===== src/hdl/srma_pkg.sv =====
// Shared constants and types for the spike-reject median/average filter.
`default_nettype none

package srma_pkg;

    localparam int SAMPLE_W          = 16;
    localparam int DIFF_W            = 16;
    localparam int RUN_W             = 8;
    localparam int CFG_INDEX_W       = 2;
    localparam int CFG_DATA_W        = 16;
    localparam int DEF_MEDIAN_DEPTH  = 5;
    localparam int DEF_AVERAGE_DEPTH = 8;

    localparam logic [CFG_INDEX_W-1:0] REG_DIFF_MAX = 2'd0;
    localparam logic [CFG_INDEX_W-1:0] REG_ABN_MAX  = 2'd1;

    localparam logic [DIFF_W-1:0] DIFF_MAX_RESET = 16'd100;
    localparam logic [RUN_W-1:0]  ABN_MAX_RESET  = 8'd3;

    // Flags from the shared subtractor.
    typedef struct packed {
        logic borrow;
        logic zero;
    } alu_flags_t;

endpackage

`default_nettype wire


===== src/hdl/srma_alu.sv =====
// Shared subtract/compare unit: diff = a - b with borrow and zero flags.
`default_nettype none

module srma_alu #(
    parameter int WIDTH = 16
) (
    input  logic [WIDTH-1:0]       a,
    input  logic [WIDTH-1:0]       b,
    output logic [WIDTH-1:0]       diff,
    output srma_pkg::alu_flags_t   flags
);
    import srma_pkg::*;

    logic [WIDTH:0] full;

    assign full         = {1'b0, a} - {1'b0, b};
    assign diff         = full[WIDTH-1:0];
    assign flags.borrow = full[WIDTH];
    assign flags.zero   = (full[WIDTH-1:0] == '0);

endmodule

`default_nettype wire


===== src/hdl/srma_avg.sv =====
// Moving-average store: sample memory, running sum and fill count.
`default_nettype none

module srma_avg #(
    parameter int AVERAGE_DEPTH = srma_pkg::DEF_AVERAGE_DEPTH,
    parameter int SUM_W         = srma_pkg::SAMPLE_W + $clog2(AVERAGE_DEPTH),
    parameter int FILL_W        = $clog2(AVERAGE_DEPTH + 1)
) (
    input  logic                          clk,
    input  logic                          rst_n,
    input  logic                          push,
    input  logic [srma_pkg::SAMPLE_W-1:0] push_value,
    output logic [SUM_W-1:0]              sum,
    output logic [FILL_W-1:0]             fill
);
    import srma_pkg::*;

    localparam int PW = $clog2(AVERAGE_DEPTH);

    logic [SAMPLE_W-1:0] mem [AVERAGE_DEPTH];
    logic [SAMPLE_W-1:0] old_reg;
    logic [PW-1:0]       pos_reg;
    logic [FILL_W-1:0]   fill_reg;
    logic [SUM_W-1:0]    sum_reg;
    logic [SUM_W-1:0]    sum_next;
    logic                full;

    assign full = (fill_reg == FILL_W'(AVERAGE_DEPTH));

    // Entry under pos is read every cycle, so it is ready well before the push.
    always_ff @(posedge clk)
    begin
        if (push)
        begin
            mem[pos_reg] <= push_value;
        end
        old_reg <= mem[pos_reg];
    end

    always_comb
    begin
        if (full)
        begin
            sum_next = sum_reg - SUM_W'(old_reg) + SUM_W'(push_value);
        end
        else
        begin
            sum_next = sum_reg + SUM_W'(push_value);
        end
    end

    always_ff @(posedge clk or negedge rst_n)
    begin
        if (!rst_n)
        begin
            pos_reg  <= '0;
            fill_reg <= '0;
            sum_reg  <= '0;
        end
        else if (push)
        begin
            sum_reg <= sum_next;
            if (!full)
            begin
                fill_reg <= fill_reg + 1'b1;
            end
            if (pos_reg == PW'(AVERAGE_DEPTH - 1))
            begin
                pos_reg <= '0;
            end
            else
            begin
                pos_reg <= pos_reg + 1'b1;
            end
        end
    end

    assign sum  = sum_reg;
    assign fill = fill_reg;

endmodule

`default_nettype wire


===== src/hdl/spike_reject_median_then_average_core.sv =====
// Top level: spike check, median by rank search, moving average with divider.
//
//  channel  | dir | handshake           | payload
//  ---------+-----+---------------------+--------------------------------------
//  s_       | in  | s_tvalid / s_tready | s_tdata[15:0] sample
//  m_       | out | m_tvalid / m_tready | m_tdata smoothed, median_value; m_tuser rejected
//  cfg_     | in  | cfg_we              | cfg_index, cfg_data
//
// A kept sample goes through the rank search, the average push and the divide; a dropped
// sample skips the rank search. The rank search runs one compare per cycle and the
// divide one quotient bit per cycle, both on the shared subtractor.
// Reset empties both stores at once through their fill counts; no clearing pass.
// s_tready is high only while idle; a result waiting in the output register
// does not block acceptance, only the final load of the next result.
`default_nettype none

module spike_reject_median_then_average_core #(
    parameter int MEDIAN_DEPTH  = srma_pkg::DEF_MEDIAN_DEPTH,
    parameter int AVERAGE_DEPTH = srma_pkg::DEF_AVERAGE_DEPTH
) (
    input  logic                             clk,
    input  logic                             rst_n,
    input  logic                             s_tvalid,
    output logic                             s_tready,
    input  logic [15:0]                      s_tdata,   // [15:0] sample
    output logic                             m_tvalid,
    input  logic                             m_tready,
    output logic [31:0]                      m_tdata,   // [15:0] smoothed, [31:16] median_value
    output logic                             m_tuser,   // [0] rejected
    input  logic                             cfg_we,
    input  logic [srma_pkg::CFG_INDEX_W-1:0] cfg_index,
    input  logic [srma_pkg::CFG_DATA_W-1:0]  cfg_data
);
    import srma_pkg::*;

    localparam int MFW   = $clog2(MEDIAN_DEPTH + 1);
    localparam int CW    = $clog2(MEDIAN_DEPTH);
    localparam int FW    = $clog2(AVERAGE_DEPTH + 1);
    localparam int SW    = SAMPLE_W + $clog2(AVERAGE_DEPTH);
    localparam int DCW   = $clog2(SAMPLE_W);
    localparam int UW    = (SAMPLE_W > FW + 1) ? SAMPLE_W : FW + 1;

    typedef enum logic [6:0] {
        S_IDLE = 7'b0000001,
        S_LOAD = 7'b0000010,
        S_CMP  = 7'b0000100,
        S_PUSH = 7'b0001000,
        S_PREP = 7'b0010000,
        S_DIV  = 7'b0100000,
        S_DONE = 7'b1000000
    } state_t;

    state_t state_reg, state_next;

    logic [DIFF_W-1:0]   diff_max_reg;
    logic [RUN_W-1:0]    abn_max_reg;
    logic [RUN_W-1:0]    run_reg;
    logic [MFW-1:0]      mfill_reg;
    logic [SAMPLE_W-1:0] last_median_reg;

    logic [SAMPLE_W-1:0] ring_reg [MEDIAN_DEPTH];
    logic [SAMPLE_W-1:0] work_reg [MEDIAN_DEPTH];
    logic [MEDIAN_DEPTH-1:0] work_vld_reg;
    logic [SAMPLE_W-1:0] cand_reg;
    logic                cand_vld_reg;
    logic [MFW-1:0]      lt_reg, le_reg, k_reg;
    logic [MFW-1:0]      lt_next, le_next;
    logic [CW-1:0]       cmp_cnt_reg;
    logic [DCW-1:0]      div_cnt_reg;

    logic [SAMPLE_W-1:0] median_reg;
    logic                rej_reg;
    logic [FW-1:0]       rem_reg;
    logic [SAMPLE_W-1:0] q_reg;

    logic                m_valid_reg;
    logic [SAMPLE_W-1:0] out_smooth_reg, out_median_reg;
    logic                out_rej_reg;

    logic                accept;
    logic [SAMPLE_W-1:0] sample;
    logic [DIFF_W-1:0]   spike_delta;
    logic                outlier;
    logic [RUN_W-1:0]    run_inc;
    logic                drop;
    logic [MFW-1:0]      mfill_new;
    logic                found;
    logic                out_free;
    logic [SW-1:0]       dividend;

    logic [UW-1:0]       alu_a, alu_b, alu_diff;
    alu_flags_t          alu_flags;

    logic                avg_push;
    logic [SW-1:0]       avg_sum;
    logic [FW-1:0]       avg_fill;

    srma_alu #(.WIDTH(UW)) u_alu (
        .a     (alu_a),
        .b     (alu_b),
        .diff  (alu_diff),
        .flags (alu_flags)
    );

    srma_avg #(
        .AVERAGE_DEPTH (AVERAGE_DEPTH),
        .SUM_W         (SW),
        .FILL_W        (FW)
    ) u_avg (
        .clk        (clk),
        .rst_n      (rst_n),
        .push       (avg_push),
        .push_value (median_reg),
        .sum        (avg_sum),
        .fill       (avg_fill)
    );

    assign s_tready = (state_reg == S_IDLE);
    assign accept   = s_tvalid && s_tready;
    assign sample   = s_tdata[SAMPLE_W-1:0];
    assign avg_push = (state_reg == S_PUSH);
    assign out_free = !m_valid_reg || m_tready;

    // Spike check against the last median
    assign spike_delta = (sample > last_median_reg) ? (sample - last_median_reg)
                                                    : (last_median_reg - sample);
    assign outlier = (mfill_reg != '0) && (spike_delta > diff_max_reg);
    assign run_inc = run_reg + 1'b1;
    assign drop    = outlier && (run_inc < abn_max_reg);
    assign mfill_new = (mfill_reg == MFW'(MEDIAN_DEPTH)) ? mfill_reg : mfill_reg + 1'b1;

    always_comb
    begin
        if (state_reg == S_DIV)
        begin
            alu_a = UW'({rem_reg, q_reg[SAMPLE_W-1]});
            alu_b = UW'(avg_fill);
        end
        else
        begin
            alu_a = UW'(work_reg[0]);
            alu_b = UW'(cand_reg);
        end
    end

    // Candidate is the median when fewer than k+1 entries are below it
    // and more than k are at or below it.
    assign lt_next = lt_reg + MFW'(work_vld_reg[0] & alu_flags.borrow);
    assign le_next = le_reg + MFW'(work_vld_reg[0] & (alu_flags.borrow | alu_flags.zero));
    assign found   = cand_vld_reg && (lt_next <= k_reg) && (le_next > k_reg);

    assign dividend = avg_sum + SW'(avg_fill >> 1);

    always_comb
    begin
        state_next = state_reg;
        unique case (state_reg)
            S_IDLE:
            begin
                if (accept)
                begin
                    state_next = drop ? S_PUSH : S_LOAD;
                end
            end
            S_LOAD:
            begin
                state_next = S_CMP;
            end
            S_CMP:
            begin
                if (cmp_cnt_reg == CW'(MEDIAN_DEPTH - 1))
                begin
                    state_next = found ? S_PUSH : S_LOAD;
                end
            end
            S_PUSH:
            begin
                state_next = S_PREP;
            end
            S_PREP:
            begin
                state_next = S_DIV;
            end
            S_DIV:
            begin
                if (div_cnt_reg == DCW'(SAMPLE_W - 1))
                begin
                    state_next = S_DONE;
                end
            end
            S_DONE:
            begin
                if (out_free)
                begin
                    state_next = S_IDLE;
                end
            end
            default:
            begin
                state_next = S_IDLE;
            end
        endcase
    end

    // Control state
    always_ff @(posedge clk or negedge rst_n)
    begin
        if (!rst_n)
        begin
            state_reg       <= S_IDLE;
            diff_max_reg    <= DIFF_MAX_RESET;
            abn_max_reg     <= ABN_MAX_RESET;
            run_reg         <= '0;
            mfill_reg       <= '0;
            last_median_reg <= '0;
            work_vld_reg    <= '0;
            cand_vld_reg    <= 1'b0;
            cmp_cnt_reg     <= '0;
            div_cnt_reg     <= '0;
            m_valid_reg     <= 1'b0;
        end
        else
        begin
            state_reg <= state_next;

            if (cfg_we)
            begin
                unique case (cfg_index)
                    REG_DIFF_MAX: diff_max_reg <= cfg_data[DIFF_W-1:0];
                    REG_ABN_MAX:  abn_max_reg  <= cfg_data[RUN_W-1:0];
                    default:      ;
                endcase
            end

            // A new result may load in the same cycle the old one leaves
            if (state_reg == S_DONE && out_free)
            begin
                m_valid_reg <= 1'b1;
            end
            else if (m_valid_reg && m_tready)
            begin
                m_valid_reg <= 1'b0;
            end

            unique case (state_reg)
                S_IDLE:
                begin
                    if (accept)
                    begin
                        if (drop)
                        begin
                            run_reg <= run_inc;
                        end
                        else
                        begin
                            run_reg   <= '0;
                            mfill_reg <= mfill_new;
                            for (int i = 0; i < MEDIAN_DEPTH; i++)
                            begin
                                work_vld_reg[i] <= (MFW'(i) < mfill_new);
                            end
                        end
                    end
                end
                S_LOAD:
                begin
                    cand_vld_reg <= work_vld_reg[0];
                    work_vld_reg <= {work_vld_reg[0], work_vld_reg[MEDIAN_DEPTH-1:1]};
                    cmp_cnt_reg  <= '0;
                end
                S_CMP:
                begin
                    work_vld_reg <= {work_vld_reg[0], work_vld_reg[MEDIAN_DEPTH-1:1]};
                    cmp_cnt_reg  <= cmp_cnt_reg + 1'b1;
                    if (cmp_cnt_reg == CW'(MEDIAN_DEPTH - 1) && found)
                    begin
                        last_median_reg <= cand_reg;
                    end
                end
                S_PREP:
                begin
                    div_cnt_reg <= '0;
                end
                S_DIV:
                begin
                    div_cnt_reg <= div_cnt_reg + 1'b1;
                end
                default: ;
            endcase
        end
    end

    // Datapath
    always_ff @(posedge clk)
    begin
        unique case (state_reg)
            S_IDLE:
            begin
                if (accept)
                begin
                    rej_reg <= drop;
                    k_reg   <= mfill_new >> 1;
                    if (drop)
                    begin
                        median_reg <= last_median_reg;
                    end
                    else
                    begin
                        ring_reg[0] <= sample;
                        work_reg[0] <= sample;
                        for (int i = 1; i < MEDIAN_DEPTH; i++)
                        begin
                            ring_reg[i] <= ring_reg[i-1];
                            work_reg[i] <= ring_reg[i-1];
                        end
                    end
                end
            end
            S_LOAD:
            begin
                cand_reg <= work_reg[0];
                lt_reg   <= '0;
                le_reg   <= '0;
                for (int i = 0; i < MEDIAN_DEPTH; i++)
                begin
                    work_reg[i] <= work_reg[(i + 1) % MEDIAN_DEPTH];
                end
            end
            S_CMP:
            begin
                lt_reg <= lt_next;
                le_reg <= le_next;
                for (int i = 0; i < MEDIAN_DEPTH; i++)
                begin
                    work_reg[i] <= work_reg[(i + 1) % MEDIAN_DEPTH];
                end
                if (cmp_cnt_reg == CW'(MEDIAN_DEPTH - 1) && found)
                begin
                    median_reg <= cand_reg;
                end
            end
            S_PREP:
            begin
                // Quotient fits 16 bits, so the high part starts below the divisor.
                rem_reg <= FW'(dividend[SW-1:SAMPLE_W]);
                q_reg   <= dividend[SAMPLE_W-1:0];
            end
            S_DIV:
            begin
                if (alu_flags.borrow)
                begin
                    rem_reg <= FW'({rem_reg, q_reg[SAMPLE_W-1]});
                end
                else
                begin
                    rem_reg <= FW'(alu_diff);
                end
                q_reg <= {q_reg[SAMPLE_W-2:0], ~alu_flags.borrow};
            end
            S_DONE:
            begin
                if (out_free)
                begin
                    out_smooth_reg <= q_reg;
                    out_median_reg <= median_reg;
                    out_rej_reg    <= rej_reg;
                end
            end
            default: ;
        endcase
    end

    assign m_tvalid = m_valid_reg;
    assign m_tdata  = {out_median_reg, out_smooth_reg};
    assign m_tuser  = out_rej_reg;

    a_rej_keeps_median: assert property (@(posedge clk) disable iff (!rst_n)
        (state_reg == S_DONE && rej_reg) |-> (median_reg == last_median_reg))
        else $error("dropped sample did not repeat the last median");

    a_mfill_bound: assert property (@(posedge clk) disable iff (!rst_n)
        mfill_reg <= MFW'(MEDIAN_DEPTH))
        else $error("median fill count beyond ring depth");

    a_rem_below_divisor: assert property (@(posedge clk) disable iff (!rst_n)
        (state_reg == S_DIV) |-> (rem_reg < avg_fill))
        else $error("divider remainder not below fill count");

    a_busy_after_accept: assert property (@(posedge clk) disable iff (!rst_n)
        (s_tvalid && s_tready) |=> !s_tready)
        else $error("ready again right after accepting a request");

endmodule

`default_nettype wire

===== config.mk =====
export PLATFORM = sky130hd
export DESIGN_NAME = spike_reject_median_then_average_core
export DESIGN_NICKNAME = d
export VERILOG_FILES = /design/src/hdl/srma_pkg.sv /design/src/hdl/srma_alu.sv /design/src/hdl/srma_avg.sv /design/src/hdl/spike_reject_median_then_average_core.sv
export SDC_FILE = /design/constraint.sdc
export NUM_CORES = 1
export LEC_CHECK = 0
export BUFFER_PORTS_ARGS = -buffer_cell sky130_fd_sc_hd__clkbuf_2
export CORE_MARGIN = 4
export CORE_UTILIZATION = 41
export CTS_CLUSTER_SIZE = 25
export DETAILED_ROUTE_END_ITERATION = 7
export PLACE_DENSITY_LB_ADDON = 0.3
export SLEW_MARGIN = 20
export SYNTH_ARGS = -nofsm -noshare
export SYNTH_HDL_FRONTEND = slang
export SYNTH_SLANG_ARGS = --single-unit

===== constraint.sdc =====
create_clock -name clk -period 13.15 [get_ports clk]
set_input_delay 2.63 -clock clk [delete_from_list [all_inputs] [get_ports clk]]
set_output_delay 2.63 -clock clk [all_outputs]
set_load 0.05 [all_outputs]

==> impl_metrics.xml <==
<?xml version="1.0" encoding="UTF-8"?>
<metrics>
  <group name="global_routing">
    <metric name="first_global_vias" unit="">15900</metric>
    <metric name="global_route.overflow_total" unit="">0</metric>
    <metric name="all_layer_global_routing_usage" unit="%">18.6</metric>
    <metric name="global_route_wire_length_before_repair" unit="um">91700</metric>
    <metric name="maximum_number_of_pins_on_one_net_before_global_route_repair" unit="">77</metric>
    <metric name="antenna_found_initial" unit="">3</metric>
  </group>
  <group name="floorplan">
    <metric name="fp.dieW" unit="um">249</metric>
    <metric name="floorplan.initialDensity" unit="%">41.4</metric>
    <metric name="boundaryPins" unit="">74</metric>
    <metric name="die_y" unit="um">249</metric>
    <metric name="floorplan.die_area" unit="um^2">62100</metric>
    <metric name="fp-row-count" unit="">88</metric>
    <metric name="placeableCoreArea" unit="um^2">57600</metric>
  </group>
  <group name="placed_design">
    <metric name="hpwlAfterDp" unit="um">40900</metric>
    <metric name="placed_insts" unit="">2858</metric>
    <metric name="gp_routability_congestion" unit="">0.877</metric>
    <metric name="placement.io_buffers" unit="">73</metric>
    <metric name="pre_cts_slack" unit="ps">4290</metric>
  </group>
  <group name="route">
    <metric name="post-route-drc-count" unit="">0</metric>
    <metric name="initial_drt_markers" unit="">1271</metric>
    <metric name="route.vias.total" unit="">15900</metric>
    <metric name="finalWirelength" unit="um">58500</metric>
    <metric name="drtPass1Iterations" unit="">5</metric>
    <metric name="route.antenna.remaining_nets" unit="">0</metric>
    <metric name="detail_route.vias_per_cell" unit="">5.38</metric>
    <metric name="detail_route.wl_per_cell" unit="um">19.8</metric>
  </group>
  <group name="logic_synthesis">
    <metric name="avgSynthCellArea" unit="um^2">11.4</metric>
    <metric name="synth-simple-area-share" unit="%">12.3</metric>
    <metric name="synth_cell_types" unit="">86</metric>
    <metric name="asyncSetResetFlopFracSynth" unit="%">20.4</metric>
    <metric name="number_of_enable_type_register_cells_in_the_synthesized_netlist" unit="">366</metric>
    <metric name="syn_nets" unit="">2275</metric>
    <metric name="complex_gate_fraction_of_the_synthesized_area" unit="%">11.3</metric>
    <metric name="combinational_family_with_the_most_area_after_synthesis" unit="">simple AND/OR/NAND/NOR gates</metric>
    <metric name="yosysWarnings" unit="">0</metric>
    <metric name="synth_mux_area_share" unit="%">3.32</metric>
    <metric name="synth.ff_latch_count" unit="">480</metric>
    <metric name="adder_cell_share_of_the_synthesized_area" unit="%">8.48</metric>
    <metric name="dominantRegCellSynth" unit="">sky130_fd_sc_hd__edfxtp_1</metric>
    <metric name="syn_inst" unit="">2087</metric>
    <metric name="yosys.area_share.xor_xnor" unit="%">2.79</metric>
    <metric name="yosysSeqAreaShare" unit="%">57.8</metric>
    <metric name="syn_area" unit="um^2">23800</metric>
  </group>
  <group name="hold_path">
    <metric name="hold_start" unit="">rej_reg</metric>
    <metric name="timing.hold.worst_path_depth" unit="">0</metric>
    <metric name="hold_path_class" unit="">reg -&gt; reg</metric>
    <metric name="hold_end" unit="">m_tuser</metric>
  </group>
  <group name="sta">
    <metric name="tightestPinTransition" unit="ps">1110</metric>
    <metric name="largest_clock_skew_in_the_final_design" unit="ps">23.4</metric>
    <metric name="rel_slew_slack" unit="%">25.8</metric>
    <metric name="period_needed" unit="ps">7990</metric>
    <metric name="layout_worst_path_cycle_share" unit="%">60.8</metric>
    <metric name="finalWorstSetupSlack" unit="ps">5160</metric>
    <metric name="fin_tns_setup" unit="ps">0</metric>
    <metric name="holdWs" unit="ps">438</metric>
    <metric name="setup_violations" unit="">0</metric>
    <metric name="rsz0062_at_grt" unit="">no</metric>
    <metric name="hold_viol_final" unit="">0</metric>
    <metric name="max_freq" unit="MHz">125</metric>
    <metric name="final_max_slew_viol_count" unit="">0</metric>
  </group>
  <group name="final_layout">
    <metric name="final-seq-area" unit="um^2">13800</metric>
    <metric name="largest_reg_flops" unit="">128</metric>
    <metric name="area.growth.synth_to_final" unit="%">11.7</metric>
    <metric name="nets" unit="">2335</metric>
    <metric name="multi_input_comb_area" unit="um^2">9210</metric>
    <metric name="layout.filler_cells" unit="">5228</metric>
    <metric name="final_layout_size_suffix_gt1_share" unit="%">11.4</metric>
    <metric name="instances_no_fill" unit="">2955</metric>
  </group>
  <group name="power">
    <metric name="cellPowerDensity" unit="nW/um^2">243</metric>
    <metric name="totalPowerFinal" unit="mW">6.47</metric>
    <metric name="static_leakage" unit="nW">10.7</metric>
    <metric name="peakVddDrop" unit="mV">0.160</metric>
  </group>
  <group name="clock_tree">
    <metric name="post-cts-setup-buffer-count" unit="">0</metric>
    <metric name="cts_buffers" unit="">51</metric>
    <metric name="clk_path_buf_depth" unit="">3</metric>
    <metric name="cts.reportedPaths.clkPinSlew" unit="ps">60</metric>
    <metric name="postCtsHoldBufs" unit="">0</metric>
    <metric name="postCtsResizedCells" unit="">0</metric>
    <metric name="cts_htree_levels" unit="">2</metric>
    <metric name="clock_latency_at_the_later_pin_of_the_worst_skew_pair" unit="ps">590</metric>
    <metric name="cts_root_buffer" unit="">sky130_fd_sc_hd__clkbuf_16</metric>
    <metric name="cts_sinks" unit="">480</metric>
    <metric name="tritoncts" unit="">yes</metric>
  </group>
  <group name="setup_path">
    <metric name="cp.required" unit="ps">13340</metric>
    <metric name="cp-end-kind" unit="">register</metric>
    <metric name="cp.arrival" unit="ps">8190</metric>
    <metric name="worst_setup_path_start_kind" unit="">input port</metric>
    <metric name="critical_path.reg2reg.endpoint" unit="">median_reg[13]</metric>
    <metric name="timing.setup.critical_path_class" unit="">in -&gt; reg</metric>
    <metric name="critical_path.reg2reg.startpoint" unit="">state_reg[1]</metric>
    <metric name="reg2reg_setup_slack" unit="ps">5550</metric>
    <metric name="timing.reg2reg.worst_path_depth" unit="">23</metric>
    <metric name="worstPathMaxFanout" unit="">24</metric>
  </group>
  <group name="job">
    <metric name="cap_violations" unit="">0</metric>
  </group>
  <group name="run_status">
    <metric name="outcome" unit="">completed</metric>
  </group>
</metrics>
==> worst max-delay path by stage <==
stage / start / endpoint / slack [ps]
after floorplan: s_tdata[0] / work_reg[0][0] / 1070
after global placement: s_tdata[5] / median_reg[13] / 4580
after detailed placement: s_tdata[5] / median_reg[13] / 4290
after CTS: s_tdata[5] / median_reg[13] / 4880
after global routing: s_tdata[7] / median_reg[13] / 4650
final: s_tdata[5] / median_reg[13] / 5160
==> layout by cell type (no fill, tap or decap), types with 26 or more instances in the layout <==
cell                          n
sky130_fd_sc_hd__ha_1       128
sky130_fd_sc_hd__nand2_1    378
sky130_fd_sc_hd__xnor2_1     56
sky130_fd_sc_hd__o21ai_0    131
sky130_fd_sc_hd__a21o_1      32
sky130_fd_sc_hd__nor2_1      84
sky130_fd_sc_hd__nor3_1      28
sky130_fd_sc_hd__dfrtp_1     92
sky130_fd_sc_hd__mux2_2      41
sky130_fd_sc_hd__edfxtp_1   366
sky130_fd_sc_hd__clkbuf_2    72
sky130_fd_sc_hd__clkbuf_16   52
sky130_fd_sc_hd__nor2b_1     26
sky130_fd_sc_hd__inv_1      159
sky130_fd_sc_hd__nand3_1     44
sky130_fd_sc_hd__a21oi_1     82
==> worst max-delay path, cell delays in order <==
cell                       delay [ps]
sky130_fd_sc_hd__clkbuf_2         130
sky130_fd_sc_hd__inv_1             70
sky130_fd_sc_hd__ha_1             420
sky130_fd_sc_hd__nand3_1          120
sky130_fd_sc_hd__o211ai_2         240
sky130_fd_sc_hd__o41ai_2          130
sky130_fd_sc_hd__or3_4            400
sky130_fd_sc_hd__a21oi_4          620
sky130_fd_sc_hd__o211ai_1         240
sky130_fd_sc_hd__o31ai_2          130
sky130_fd_sc_hd__xnor2_1          100
sky130_fd_sc_hd__ha_1             290
sky130_fd_sc_hd__and3_1           150
sky130_fd_sc_hd__nand3_1          120
sky130_fd_sc_hd__nor3_1           230
sky130_fd_sc_hd__o21ai_0          130
sky130_fd_sc_hd__a31oi_1          430
sky130_fd_sc_hd__and2_1           550
sky130_fd_sc_hd__o22ai_1          250
sky130_fd_sc_hd__a211oi_4         750
==> Yosys cell counts (all sizes together), types with 30 or more instances <==
cell type / n / area, um^2
nand2: 378 / 1420
edfxtp: 366 / 11000
inv: 160 / 601
o21ai: 137 / 689
ha: 128 / 1600
dfrtp: 92 / 2300
a21oi: 87 / 465
nor2: 85 / 322
xnor2: 56 / 490
clkbuf: 52 / 196
nand3: 46 / 230
mux2: 41 / 462
a21o: 32 / 240
nor3: 30 / 150
==> power breakdown <==
| part | internal, mW | total (mW) | switching, mW | leakage (nW) |
|---|---|---|---|---|
| logic | 1.02 | 2.64 | 1.62 | 5.16 |
| clock network | 0.777 | 1.37 | 0.593 | 0.785 |
| registers | 2.15 | 2.46 | 0.310 | 4.71 |
| total | 3.95 | 6.47 | 2.52 | 10.7 |
==> routing by layer <==
layer  track usage, %  vias up  share of wire, %
met1             24.8     7817                44
met4             5.24        2               2.4
li1                 -     7590                 -
met3             3.65       93               5.9
met2             31.0      400                48
met5                0        -             0.022
==> through the flow <==
step | cell area, um^2 | utilization (%)
6_report | 26600 | 46.3
3_3_place_gp | 25000 | 43.4
3_5_place_dp | 25000 | 43.4
2_1_floorplan | 23800 | -
4_1_cts | 26600 | 46.2
5_1_grt | 26600 | 46.2
==> final cells by class <==
class,count,area share (%)
Inverter,161,2.27
Multi-Input combinational cell,1365,34.6
Clock inverter,26,0.714
Tap cell,765,3.59
Sequential cell,480,51.7
Timing Repair Buffer,88,1.83
Antenna cell,2,0.0188
Clock buffer,68,5.30
==> cell families after synthesis <==
kind of cell	count (synthesis)
buf+inv	242
xor+xnor	76
simple gates	660
compound gates	411
flops	480
fa+ha+maj	149
mux	69
(Power assumes the default switching activity.)
